$ cat src/hdl/wts_pkg.sv
`timescale 1ns / 1ps

package wts_pkg;

    // Field and accumulator widths
    localparam int SAMPLE_W    = 24;
    localparam int CNT_W       = 7;
    localparam int SUM_W       = 30;
    localparam int SQ_W        = 2 * SAMPLE_W;
    localparam int SQS_W       = 54;
    localparam int T_W         = 32;
    localparam int STATUS_W    = 2;

    localparam int MAX_SAMPLES = 64;

    // Working widths of the final computation
    localparam int SPR_W       = SQS_W + CNT_W;          // n*Q and spread
    localparam int DIFF_W      = SUM_W + CNT_W;          // S*n and |N|
    localparam int K_W         = 32;                     // (nA-1)(nB-1)*1e6
    localparam int FAC_W       = 18;                     // n^2 (n-1)
    localparam int NUM_W       = 2 * DIFF_W + K_W;       // numerator and quotient
    localparam int DEN_W       = SPR_W + FAC_W + 1;      // denominator
    localparam int ROOT_W      = 64;                     // root radicand
    localparam int ITER_W      = 7;                      // divide and root step count

    // Shared multiplier
    localparam int MUL_A_W     = 80;
    localparam int MUL_B_W     = 40;
    localparam int PROD_W      = MUL_A_W + MUL_B_W;

    localparam logic [K_W-1:0] SCALE_SQ        = K_W'(1000000);
    localparam logic [T_W-1:0] THRESHOLD_RESET = T_W'(4500);

    // Result status codes
    localparam logic [STATUS_W-1:0] ST_VALID = 2'd0;
    localparam logic [STATUS_W-1:0] ST_FEW   = 2'd1;
    localparam logic [STATUS_W-1:0] ST_FLAT  = 2'd2;

    typedef struct packed {
        logic [SAMPLE_W-1:0] sample_value;
        logic                sample_class;
        logic                last_sample;
    } sample_t;

    typedef struct packed {
        logic [T_W-1:0]      t_scaled;
        logic [STATUS_W-1:0] result_status;
        logic                leak_detected;
    } result_t;

    typedef struct packed {
        logic               start;
        logic [MUL_A_W-1:0] a;
        logic [MUL_B_W-1:0] b;
    } mul_req_t;

    typedef struct packed {
        logic              done;
        logic [PROD_W-1:0] product;
    } mul_rsp_t;

endpackage

$ cat src/hdl/welch_t_statistic.sv
`timescale 1ns / 1ps

// Welch t statistic over a stream of class-tagged timing samples.
//
// Channels: sample (valid/ready, sample_t) takes one duration with its class
// and a last mark; result (valid/ready, result_t) returns one result per set;
// cfg (valid/ready, cfg_data) writes the leak threshold and is always ready.
// A sample is captured, squared and accumulated in turn; sample_ready
// stays low until the block is back in idle. A sample for a full class is
// dropped but its last mark still counts.
// On the last sample the block runs 16 products through one shift-add
// multiplier (one multiplier bit per cycle, bounded by operand length), then a
// 106-step restoring divide and a 32-step integer root, which is skipped when
// the quotient exceeds 64 bits and t saturates to all ones. It finishes early
// when a class has fewer than two samples or both classes have zero spread.
// Reset clears the accumulators and loads the threshold with 4500. While the
// receiver stalls, the result holds and no sample is taken; accumulators clear
// on the result transfer.
module welch_t_statistic
    import wts_pkg::*;
(
    input  logic           clk,
    input  logic           rst_n,
    input  logic           sample_valid,
    output logic           sample_ready,
    input  sample_t        sample,
    output logic           result_valid,
    input  logic           result_ready,
    output result_t        result,
    input  logic           cfg_valid,
    output logic           cfg_ready,
    input  logic [T_W-1:0] cfg_data
);

    typedef enum logic [8:0] {
        S_IDLE   = 9'b000000001,
        S_SQUARE = 9'b000000010,
        S_ACCUM  = 9'b000000100,
        S_CHECK  = 9'b000001000,
        S_MUL    = 9'b000010000,
        S_WAIT   = 9'b000100000,
        S_DIV    = 9'b001000000,
        S_SQRT   = 9'b010000000,
        S_OUT    = 9'b100000000
    } state_t;

    // Product sequence of the final computation
    typedef enum logic [3:0] {
        OP_NQA, OP_SSA, OP_NQB, OP_SSB,
        OP_X,   OP_Y,   OP_D2,  OP_K1,
        OP_K2,  OP_NUM, OP_NB2, OP_NB3,
        OP_DA,  OP_NA2, OP_NA3, OP_DB
    } op_t;

    state_t              state_reg, state_next;
    op_t                 op_reg, op_next;
    sample_t             smp_reg, smp_next;
    logic [SQ_W-1:0]     sq_reg, sq_next;
    logic [CNT_W-1:0]    cnt_a_reg, cnt_a_next, cnt_b_reg, cnt_b_next;
    logic [SUM_W-1:0]    sum_a_reg, sum_a_next, sum_b_reg, sum_b_next;
    logic [SQS_W-1:0]    sqs_a_reg, sqs_a_next, sqs_b_reg, sqs_b_next;
    logic [SPR_W-1:0]    t1_reg, t1_next;
    logic [SPR_W-1:0]    da_reg, da_next, db_reg, db_next;
    logic [DIFF_W-1:0]   diff_reg, diff_next;
    logic [NUM_W-1:0]    num_reg, num_next;
    logic [K_W-1:0]      k_reg, k_next;
    logic [FAC_W-1:0]    fac_reg, fac_next;
    logic [DEN_W-1:0]    den_reg, den_next;
    logic [DEN_W-1:0]    rem_reg, rem_next;
    logic [ROOT_W-1:0]   sx_reg, sx_next, res_reg, res_next, bit_reg, bit_next;
    logic [ITER_W-1:0]   iter_reg, iter_next;
    logic [T_W-1:0]      t_reg, t_next;
    logic [STATUS_W-1:0] status_reg, status_next;
    logic [T_W-1:0]      thr_reg;

    mul_req_t            mul_req;
    mul_rsp_t            mul_rsp;

    logic [SPR_W-1:0]    p_spr;
    logic [SPR_W-1:0]    spread;
    logic [DIFF_W-1:0]   p_diff;
    logic [DEN_W:0]      rem_shift;
    logic                div_ge;
    logic [NUM_W-1:0]    q_full;
    logic [ROOT_W-1:0]   trial;
    logic                root_ge;
    logic [ROOT_W-1:0]   res_step;

    wts_mul u_mul (
        .clk   (clk),
        .rst_n (rst_n),
        .req   (mul_req),
        .rsp   (mul_rsp)
    );

    // Operand select for the shared multiplier
    always_comb
    begin
        mul_req.start = (state_reg == S_MUL);
        mul_req.a     = '0;
        mul_req.b     = '0;
        unique case (op_reg)
            OP_NQA: begin mul_req.a = MUL_A_W'(sqs_a_reg); mul_req.b = MUL_B_W'(cnt_a_reg); end
            OP_SSA: begin mul_req.a = MUL_A_W'(sum_a_reg); mul_req.b = MUL_B_W'(sum_a_reg); end
            OP_NQB: begin mul_req.a = MUL_A_W'(sqs_b_reg); mul_req.b = MUL_B_W'(cnt_b_reg); end
            OP_SSB: begin mul_req.a = MUL_A_W'(sum_b_reg); mul_req.b = MUL_B_W'(sum_b_reg); end
            OP_X:   begin mul_req.a = MUL_A_W'(sum_a_reg); mul_req.b = MUL_B_W'(cnt_b_reg); end
            OP_Y:   begin mul_req.a = MUL_A_W'(sum_b_reg); mul_req.b = MUL_B_W'(cnt_a_reg); end
            OP_D2:  begin mul_req.a = MUL_A_W'(diff_reg);  mul_req.b = MUL_B_W'(diff_reg);  end
            OP_K1:
            begin
                mul_req.a = MUL_A_W'(cnt_a_reg - CNT_W'(1));
                mul_req.b = MUL_B_W'(cnt_b_reg - CNT_W'(1));
            end
            OP_K2:  begin mul_req.a = MUL_A_W'(SCALE_SQ);  mul_req.b = MUL_B_W'(k_reg);     end
            OP_NUM: begin mul_req.a = MUL_A_W'(num_reg);   mul_req.b = MUL_B_W'(k_reg);     end
            OP_NB2: begin mul_req.a = MUL_A_W'(cnt_b_reg); mul_req.b = MUL_B_W'(cnt_b_reg); end
            OP_NB3:
            begin
                mul_req.a = MUL_A_W'(fac_reg);
                mul_req.b = MUL_B_W'(cnt_b_reg - CNT_W'(1));
            end
            OP_DA:  begin mul_req.a = MUL_A_W'(da_reg);    mul_req.b = MUL_B_W'(fac_reg);   end
            OP_NA2: begin mul_req.a = MUL_A_W'(cnt_a_reg); mul_req.b = MUL_B_W'(cnt_a_reg); end
            OP_NA3:
            begin
                mul_req.a = MUL_A_W'(fac_reg);
                mul_req.b = MUL_B_W'(cnt_a_reg - CNT_W'(1));
            end
            OP_DB:  begin mul_req.a = MUL_A_W'(db_reg);    mul_req.b = MUL_B_W'(fac_reg);   end
        endcase
    end

    // Product slices, spread clamp, divide step and root step
    assign p_spr     = mul_rsp.product[SPR_W-1:0];
    assign spread    = (t1_reg > p_spr) ? (t1_reg - p_spr) : '0;
    assign p_diff    = mul_rsp.product[DIFF_W-1:0];

    assign rem_shift = {rem_reg, num_reg[NUM_W-1]};
    assign div_ge    = (rem_shift >= {1'b0, den_reg});
    assign q_full    = {num_reg[NUM_W-2:0], div_ge};

    assign trial     = res_reg + bit_reg;
    assign root_ge   = (sx_reg >= trial);
    assign res_step  = root_ge ? ({1'b0, res_reg[ROOT_W-1:1]} + bit_reg)
                               : {1'b0, res_reg[ROOT_W-1:1]};

    always_comb
    begin
        state_next  = state_reg;
        op_next     = op_reg;
        smp_next    = smp_reg;
        sq_next     = sq_reg;
        cnt_a_next  = cnt_a_reg;
        cnt_b_next  = cnt_b_reg;
        sum_a_next  = sum_a_reg;
        sum_b_next  = sum_b_reg;
        sqs_a_next  = sqs_a_reg;
        sqs_b_next  = sqs_b_reg;
        t1_next     = t1_reg;
        da_next     = da_reg;
        db_next     = db_reg;
        diff_next   = diff_reg;
        num_next    = num_reg;
        k_next      = k_reg;
        fac_next    = fac_reg;
        den_next    = den_reg;
        rem_next    = rem_reg;
        sx_next     = sx_reg;
        res_next    = res_reg;
        bit_next    = bit_reg;
        iter_next   = iter_reg;
        t_next      = t_reg;
        status_next = status_reg;

        unique case (state_reg)
            S_IDLE:
            begin
                if (sample_valid)
                begin
                    smp_next   = sample;
                    state_next = S_SQUARE;
                end
            end
            S_SQUARE:
            begin
                sq_next    = smp_reg.sample_value * smp_reg.sample_value;
                state_next = S_ACCUM;
            end
            S_ACCUM:
            begin
                // Drop the sample when its class is full
                if (!smp_reg.sample_class)
                begin
                    if (cnt_a_reg < CNT_W'(MAX_SAMPLES))
                    begin
                        cnt_a_next = cnt_a_reg + CNT_W'(1);
                        sum_a_next = sum_a_reg + SUM_W'(smp_reg.sample_value);
                        sqs_a_next = sqs_a_reg + SQS_W'(sq_reg);
                    end
                end
                else
                begin
                    if (cnt_b_reg < CNT_W'(MAX_SAMPLES))
                    begin
                        cnt_b_next = cnt_b_reg + CNT_W'(1);
                        sum_b_next = sum_b_reg + SUM_W'(smp_reg.sample_value);
                        sqs_b_next = sqs_b_reg + SQS_W'(sq_reg);
                    end
                end
                state_next = smp_reg.last_sample ? S_CHECK : S_IDLE;
            end
            S_CHECK:
            begin
                if ((cnt_a_reg < CNT_W'(2)) || (cnt_b_reg < CNT_W'(2)))
                begin
                    status_next = ST_FEW;
                    t_next      = '0;
                    state_next  = S_OUT;
                end
                else
                begin
                    status_next = ST_VALID;
                    op_next     = OP_NQA;
                    state_next  = S_MUL;
                end
            end
            S_MUL:
            begin
                state_next = S_WAIT;
            end
            S_WAIT:
            begin
                if (mul_rsp.done)
                begin
                    op_next    = op_t'(op_reg + 4'd1);
                    state_next = S_MUL;
                    unique case (op_reg)
                        OP_NQA: t1_next   = p_spr;
                        OP_SSA: da_next   = spread;
                        OP_NQB: t1_next   = p_spr;
                        OP_SSB:
                        begin
                            db_next = spread;
                            if ((da_reg == '0) && (spread == '0))
                            begin
                                status_next = ST_FLAT;
                                t_next      = '0;
                                state_next  = S_OUT;
                            end
                        end
                        OP_X:   t1_next   = SPR_W'(p_diff);
                        OP_Y:
                        begin
                            diff_next = (t1_reg[DIFF_W-1:0] > p_diff)
                                      ? (t1_reg[DIFF_W-1:0] - p_diff)
                                      : (p_diff - t1_reg[DIFF_W-1:0]);
                        end
                        OP_D2:  num_next  = mul_rsp.product[NUM_W-1:0];
                        OP_K1:  k_next    = mul_rsp.product[K_W-1:0];
                        OP_K2:  k_next    = mul_rsp.product[K_W-1:0];
                        OP_NUM: num_next  = mul_rsp.product[NUM_W-1:0];
                        OP_NB2: fac_next  = mul_rsp.product[FAC_W-1:0];
                        OP_NB3: fac_next  = mul_rsp.product[FAC_W-1:0];
                        OP_DA:  den_next  = mul_rsp.product[DEN_W-1:0];
                        OP_NA2: fac_next  = mul_rsp.product[FAC_W-1:0];
                        OP_NA3: fac_next  = mul_rsp.product[FAC_W-1:0];
                        OP_DB:
                        begin
                            den_next   = den_reg + mul_rsp.product[DEN_W-1:0];
                            rem_next   = '0;
                            iter_next  = ITER_W'(NUM_W - 1);
                            state_next = S_DIV;
                        end
                    endcase
                end
            end
            S_DIV:
            begin
                // Restoring divide: quotient bits shift in behind the numerator
                rem_next  = div_ge ? DEN_W'(rem_shift - {1'b0, den_reg})
                                   : rem_shift[DEN_W-1:0];
                num_next  = q_full;
                iter_next = iter_reg - ITER_W'(1);
                if (iter_reg == '0)
                begin
                    if (q_full[NUM_W-1:ROOT_W] != '0)
                    begin
                        t_next     = '1;
                        state_next = S_OUT;
                    end
                    else
                    begin
                        sx_next    = q_full[ROOT_W-1:0];
                        res_next   = '0;
                        bit_next   = ROOT_W'(1) << (ROOT_W - 2);
                        iter_next  = ITER_W'(T_W - 1);
                        state_next = S_SQRT;
                    end
                end
            end
            S_SQRT:
            begin
                if (root_ge)
                begin
                    sx_next = sx_reg - trial;
                end
                res_next  = res_step;
                bit_next  = {2'b00, bit_reg[ROOT_W-1:2]};
                iter_next = iter_reg - ITER_W'(1);
                if (iter_reg == '0)
                begin
                    t_next     = res_step[T_W-1:0];
                    state_next = S_OUT;
                end
            end
            S_OUT:
            begin
                // Clear the accumulators once the result transfers
                if (result_ready)
                begin
                    cnt_a_next = '0;
                    cnt_b_next = '0;
                    sum_a_next = '0;
                    sum_b_next = '0;
                    sqs_a_next = '0;
                    sqs_b_next = '0;
                    state_next = S_IDLE;
                end
            end
            default:
            begin
                state_next = S_IDLE;
            end
        endcase
    end

    always_ff @(posedge clk or negedge rst_n)
    begin
        if (!rst_n)
        begin
            state_reg <= S_IDLE;
            op_reg    <= OP_NQA;
            cnt_a_reg <= '0;
            cnt_b_reg <= '0;
            sum_a_reg <= '0;
            sum_b_reg <= '0;
            sqs_a_reg <= '0;
            sqs_b_reg <= '0;
            thr_reg   <= THRESHOLD_RESET;
        end
        else
        begin
            state_reg <= state_next;
            op_reg    <= op_next;
            cnt_a_reg <= cnt_a_next;
            cnt_b_reg <= cnt_b_next;
            sum_a_reg <= sum_a_next;
            sum_b_reg <= sum_b_next;
            sqs_a_reg <= sqs_a_next;
            sqs_b_reg <= sqs_b_next;
            if (cfg_valid)
            begin
                thr_reg <= cfg_data;
            end
        end
    end

    always_ff @(posedge clk)
    begin
        smp_reg    <= smp_next;
        sq_reg     <= sq_next;
        t1_reg     <= t1_next;
        da_reg     <= da_next;
        db_reg     <= db_next;
        diff_reg   <= diff_next;
        num_reg    <= num_next;
        k_reg      <= k_next;
        fac_reg    <= fac_next;
        den_reg    <= den_next;
        rem_reg    <= rem_next;
        sx_reg     <= sx_next;
        res_reg    <= res_next;
        bit_reg    <= bit_next;
        iter_reg   <= iter_next;
        t_reg      <= t_next;
        status_reg <= status_next;
    end

    assign sample_ready          = (state_reg == S_IDLE);
    assign cfg_ready             = 1'b1;
    assign result_valid          = (state_reg == S_OUT);
    assign result.t_scaled       = t_reg;
    assign result.result_status  = status_reg;
    assign result.leak_detected  = (status_reg == ST_VALID) && (t_reg >= thr_reg);

endmodule

$ cat src/hdl/wts_mul.sv
`timescale 1ns / 1ps

// Shift-add multiplier: one multiplier bit per cycle, stops when the
// remaining multiplier bits are all zero.
module wts_mul
    import wts_pkg::*;
(
    input  logic     clk,
    input  logic     rst_n,
    input  mul_req_t req,
    output mul_rsp_t rsp
);

    logic                busy_reg, busy_next;
    logic [PROD_W-1:0]   a_reg, a_next;
    logic [MUL_B_W-1:0]  b_reg, b_next;
    logic [PROD_W-1:0]   acc_reg, acc_next;

    always_comb
    begin
        busy_next = busy_reg;
        a_next    = a_reg;
        b_next    = b_reg;
        acc_next  = acc_reg;
        if (req.start)
        begin
            busy_next = 1'b1;
            a_next    = PROD_W'(req.a);
            b_next    = req.b;
            acc_next  = '0;
        end
        else if (busy_reg)
        begin
            if (b_reg == '0)
            begin
                busy_next = 1'b0;
            end
            else
            begin
                if (b_reg[0])
                begin
                    acc_next = acc_reg + a_reg;
                end
                a_next = {a_reg[PROD_W-2:0], 1'b0};
                b_next = {1'b0, b_reg[MUL_B_W-1:1]};
            end
        end
    end

    always_ff @(posedge clk or negedge rst_n)
    begin
        if (!rst_n)
        begin
            busy_reg <= 1'b0;
        end
        else
        begin
            busy_reg <= busy_next;
        end
    end

    always_ff @(posedge clk)
    begin
        a_reg   <= a_next;
        b_reg   <= b_next;
        acc_reg <= acc_next;
    end

    assign rsp.done    = busy_reg && (b_reg == '0);
    assign rsp.product = acc_reg;

endmodule

$ cat config.mk
export PLATFORM = sky130hd
export DESIGN_NAME = welch_t_statistic
export DESIGN_NICKNAME = d
export VERILOG_FILES = /design/src/hdl/wts_pkg.sv /design/src/hdl/welch_t_statistic.sv /design/src/hdl/wts_mul.sv
export SDC_FILE = /design/constraint.sdc
export NUM_CORES = 2
export LEC_CHECK = 0
export BUFFER_PORTS_ARGS = -buffer_cell sky130_fd_sc_hd__clkbuf_2
export CAP_MARGIN = 20
export CORE_ASPECT_RATIO = 1.2
export CORE_MARGIN = 2
export CORE_UTILIZATION = 40
export CTS_CLUSTER_DIAMETER = 30
export DETAILED_ROUTE_END_ITERATION = 12
export PLACE_DENSITY = 0.51
export SLEW_MARGIN = 20
export SYNTH_ARGS = -nofsm -noshare
export SYNTH_HDL_FRONTEND = slang
export SYNTH_SLANG_ARGS = --single-unit
$ cat constraint.sdc
create_clock -name clk -period 19.27 [get_ports clk]
set_clock_uncertainty 0.1 [all_clocks]
set_input_delay 5.781 -clock clk [delete_from_list [all_inputs] [get_ports clk]]
set_output_delay 5.781 -clock clk [all_outputs]
set_load 0.1 [all_outputs]
==> load_flow_metrics.sql <==
INSERT INTO impl_metrics (metric_group, metric, value, unit) VALUES
('setup_path', 'critical_path.cell_chain', 'inv_1 -> ha_1 -> nand2b_1 -> a21o_1 -> a21o_1 -> a21o_1 -> a21o_1 -> a21o_1 -> a21oi_1 -> nor2b_1 -> o21ai_0 -> a21oi_1 -> o21ai_0 -> a31oi_1 -> a211oi_1 -> o21ai_0 -> clkbuf_2', ''),
('synth', 'synthTopCellsByCount', '1,516 x sky130_fd_sc_hd__nand2_1, 994 x sky130_fd_sc_hd__inv_1, 930 x sky130_fd_sc_hd__edfxtp_1, 849 x sky130_fd_sc_hd__ha_1, 832 x sky130_fd_sc_hd__a21oi_1', ''),
('global_routing', 'vias_in_the_first_global_route', '88800', ''),
('synth', 'ys_ff_latch', '1290', ''),
('run_status', 'run_status', 'completed', ''),
('clock_tree', 'tritoncts_clock_tree', 'yes', ''),
('synth', 'synthMostInstantiatedCell', 'sky130_fd_sc_hd__nand2_1', ''),
('setup_path', 'crit_type', 'reg -> out', ''),
('synth', 'postSynth.topFlopCell', 'sky130_fd_sc_hd__edfxtp_1', ''),
('clock_tree', 'worstSkewPairLatency', '0.89', 'ns'),
('route', 'post-route-drc-count', '0', ''),
('clock_tree', 'cts_num_sinks', '1290', ''),
('setup_path', 'worst_r2r_startpoint', 'smp_reg[10]', ''),
('hold_path', 'min-delay-start', 'u_mul.acc_reg[95]', ''),
('route', 'routed-wl-met2', '182000', 'microns'),
('floorplan', 'row_count', '205', ''),
('floorplan', 'die_h', '564', 'microns'),
('synth', 'synthesis.nets', '12800', ''),
('floorplan', 'design.core.area', '260000', 'sq um'),
('placement', 'detailedPlacementHpwl', '290000', 'microns'),
('setup_path', 'critical_path_arrival', '4.21', 'ns'),
('route', 'avgViaCountPerCell', '5.76', ''),
('setup_path', 'critical_path.most_common_cell', 'sky130_fd_sc_hd__a21o_1', ''),
('flow_run', 'number_of_violations_of_the_max_capacitance_limit', '0', ''),
('sta', 'max_freq', '99.1', 'MHz'),
('setup_path', 'worstSetupStartpointType', 'flop', ''),
('synth', 'yosys_warning_total', '0', ''),
('synth', 'postSynthAreaPerCell', '9.08', 'sq um'),
('placement', 'gp_congestion', '0.965', ''),
('final_layout', 'nets', '12900', ''),
('floorplan', 'die_area', '265000', 'sq um'),
('setup_path', 'rrSetupSlack', '9.68', 'ns'),
('hold_path', 'min_delay_path_depth', '2', ''),
('setup_path', 'ff2ff_path_depth', '28', ''),
('synth', 'ys_seq_area_frac', '0.347', ''),
('clock_tree', 'postCtsSetupRepairBufs', '0', ''),
('global_routing', 'grt_start_max_net_pins', '138', ''),
('synth', 'count_of_distinct_cell_types_in_the_synthesized_netlist', '112', ''),
('synth', 'synthArstFlopShare', '0.177', ''),
('route', 'ant_nets', '0', ''),
('global_routing', 'grt.total_usage', '0.278', ''),
('sta', 'drv_slew', '0', ''),
('global_routing', 'overflow', '0', ''),
('sta', 'rsz0062_at_grt', 'no', ''),
('route', 'highest_layer_used_for_signal_routing', 'met5', ''),
('setup_path', 'critical_path.slowest_cell', 'sky130_fd_sc_hd__edfxtp_1', ''),
('global_routing', 'antenna_found_initial', '10', ''),
('clock_tree', 'total_clock_buffers_created_by_cts', '356', ''),
('route', 'wire_length_on_met3', '20100', 'microns'),
('floorplan', 'start_util', '0.402', ''),
('setup_path', 'worstSetupEndpointType', 'primary output', ''),
('clock_tree', 'clk_transition_reported_paths', '0.04', 'ns'),
('clock_tree', 'cts.hold.buffers_added', '0', ''),
('final_layout', 'area.growth.synth_to_final', '15.7', '%'),
('global_routing', 'grt_first_pass_wirelength', '561000', 'microns'),
('setup_path', 'worst_r2r_endpoint', 'sq_reg[42]', ''),
('placement', 'io_buffer_count', '99', ''),
('hold_path', 'hold_path_end', 'u_mul.acc_reg[95]', ''),
('sta', 'tns', '0', 'ns'),
('route', 'initial_drc_count', '6712', ''),
('synth', 'post-synth-top-area-cell', 'sky130_fd_sc_hd__edfxtp_1', ''),
('sta', 'finalWorstPathRequiredPeriod', '10.09', 'ns'),
('synth', 'syn-instance-count', '11500', ''),
('floorplan', 'chipWidth', '470', 'microns'),
('route', 'routed_wirelength', '378000', 'microns'),
('sta', 'report.final.hold_viol_count', '0', ''),
('setup_path', 'timing.critical_path.required', '13.39', 'ns'),
('floorplan', 'top_level_ports', '101', ''),
('setup_path', 'worstPathBufferInverterCount', '2', ''),
('synth', 'synth_edf_count', '930', ''),
('hold_path', 'min_path_type', 'reg -> reg', '');
[routing by layer]
layer | track usage | up-vias
met2 | 0.481 | 2904
met4 | 0.147 | 4
met3 | 0.0362 | 769
li1 | - | 41100
met1 | 0.336 | 43400
met5 | 0 | -
[metrics by stage]
| stage | cells | utilization | setup slack (ns) | instance area (sq um) | hold WS, ns |
|---|---|---|---|---|---|
| global route | 15300 | 0.465 | 8.89 | 121000 | 0.387 |
| global placement | 14600 | 0.417 | 9.87 | 108000 | 0.357 |
| finish | 15300 | 0.465 | 9.18 | 121000 | 0.371 |
| floorplan | 11500 | - | 8.77 | 104000 | 0.349 |
| detailed placement | 14600 | 0.417 | 9.76 | 108000 | 0.367 |
| CTS | 15300 | 0.465 | 9.08 | 121000 | 0.371 |
[worst max-delay path by stage]
stage	from	endpoint	slack, ns	cells after the start
2_1_floorplan	t_reg[0]	result[0]	8.77	16
3_3_place_gp	t_reg[0]	result[0]	9.87	17
3_5_place_dp	smp_reg[10]	sq_reg[47]	9.76	29
4_1_cts	t_reg[0]	result[0]	9.08	17
5_1_grt	t_reg[0]	result[0]	8.89	17
6_report	t_reg[0]	result[0]	9.18	17
[layout make-up]
class / instances / area [sq um]
diodes: 11 / 27.5
clock buffers: 441 / 9730
clock inverters: 214 / 2620
fillers: 24800 / 139000
inverters: 996 / 3740
multi-input cells: 8689 / 62600
flip-flops and latches: 1290 / 36300
well taps: 3415 / 4270
repair buffers: 234 / 1560
[layout by cell type, fill, tap and decap left out, types with 44 or more instances in the layout]
cell type                   synthesis  routed
sky130_fd_sc_hd__nand2_1         1516    1510
sky130_fd_sc_hd__inv_1            994     993
sky130_fd_sc_hd__edfxtp_1         930     930
sky130_fd_sc_hd__ha_1             849     849
sky130_fd_sc_hd__a21oi_1          832     830
sky130_fd_sc_hd__o21ai_0          824     823
sky130_fd_sc_hd__nor2_1           732     725
sky130_fd_sc_hd__fa_1             440     440
sky130_fd_sc_hd__xnor2_1          391     391
sky130_fd_sc_hd__a21o_1           386     385
sky130_fd_sc_hd__clkbuf_16          0     368
sky130_fd_sc_hd__xor2_1           315     315
sky130_fd_sc_hd__dfrtp_1          222     222
sky130_fd_sc_hd__and2_1           219     213
sky130_fd_sc_hd__nand3_1          202     201
sky130_fd_sc_hd__nand4_1          167     167
sky130_fd_sc_hd__buf_4              8     132
sky130_fd_sc_hd__dfxtp_1          132     132
sky130_fd_sc_hd__nor2b_1          116     116
sky130_fd_sc_hd__a31oi_1          115     115
sky130_fd_sc_hd__nor3_1           116     114
sky130_fd_sc_hd__o21bai_1         113     113
sky130_fd_sc_hd__clkbuf_2           1      97
sky130_fd_sc_hd__a211oi_1          89      89
sky130_fd_sc_hd__o21a_1            88      88
sky130_fd_sc_hd__nand2b_1          84      83
sky130_fd_sc_hd__a221oi_1          77      77
sky130_fd_sc_hd__o31ai_1           75      74
sky130_fd_sc_hd__a22oi_1           72      72
sky130_fd_sc_hd__mux2i_1           65      65
sky130_fd_sc_hd__and3_1            64      58
sky130_fd_sc_hd__nor4_1            61      56
sky130_fd_sc_hd__o211ai_1          56      56
sky130_fd_sc_hd__clkinv_2           0      55
sky130_fd_sc_hd__a222oi_1          52      52
sky130_fd_sc_hd__bufinv_16          0      50
sky130_fd_sc_hd__clkbuf_1         453      48
sky130_fd_sc_hd__or3_1             45      45
sky130_fd_sc_hd__a22o_1            44      44
[kinds of logic after synthesis]
kind of cell,share of synthesized area
buffers and inverters,0.0556
AOI/OAI and AO/OA,0.193
and+or+nand+nor,0.151
muxes,0.00677
other,0.0000359
xor gates and xnor gates,0.0592
DFF,0.347
adders and majority gates,0.186
[worst register-to-register path: cells and delay by family, from the launching register on]
| kind | cells | cell delay, ns |
|---|---|---|
| AOI/OAI and AO/OA | 9 | 3.24 |
| DFF | 1 | 0.89 |
| adders and majority gates | 8 | 3.32 |
| xor gates and xnor gates | 1 | 0.17 |
| and+or+nand+nor | 3 | 0.84 |
| buffers and inverters | 7 | 0.71 |
Power is not shown: default switching activity piles up to over one toggle a cycle in this logic, so the estimate is an artifact.
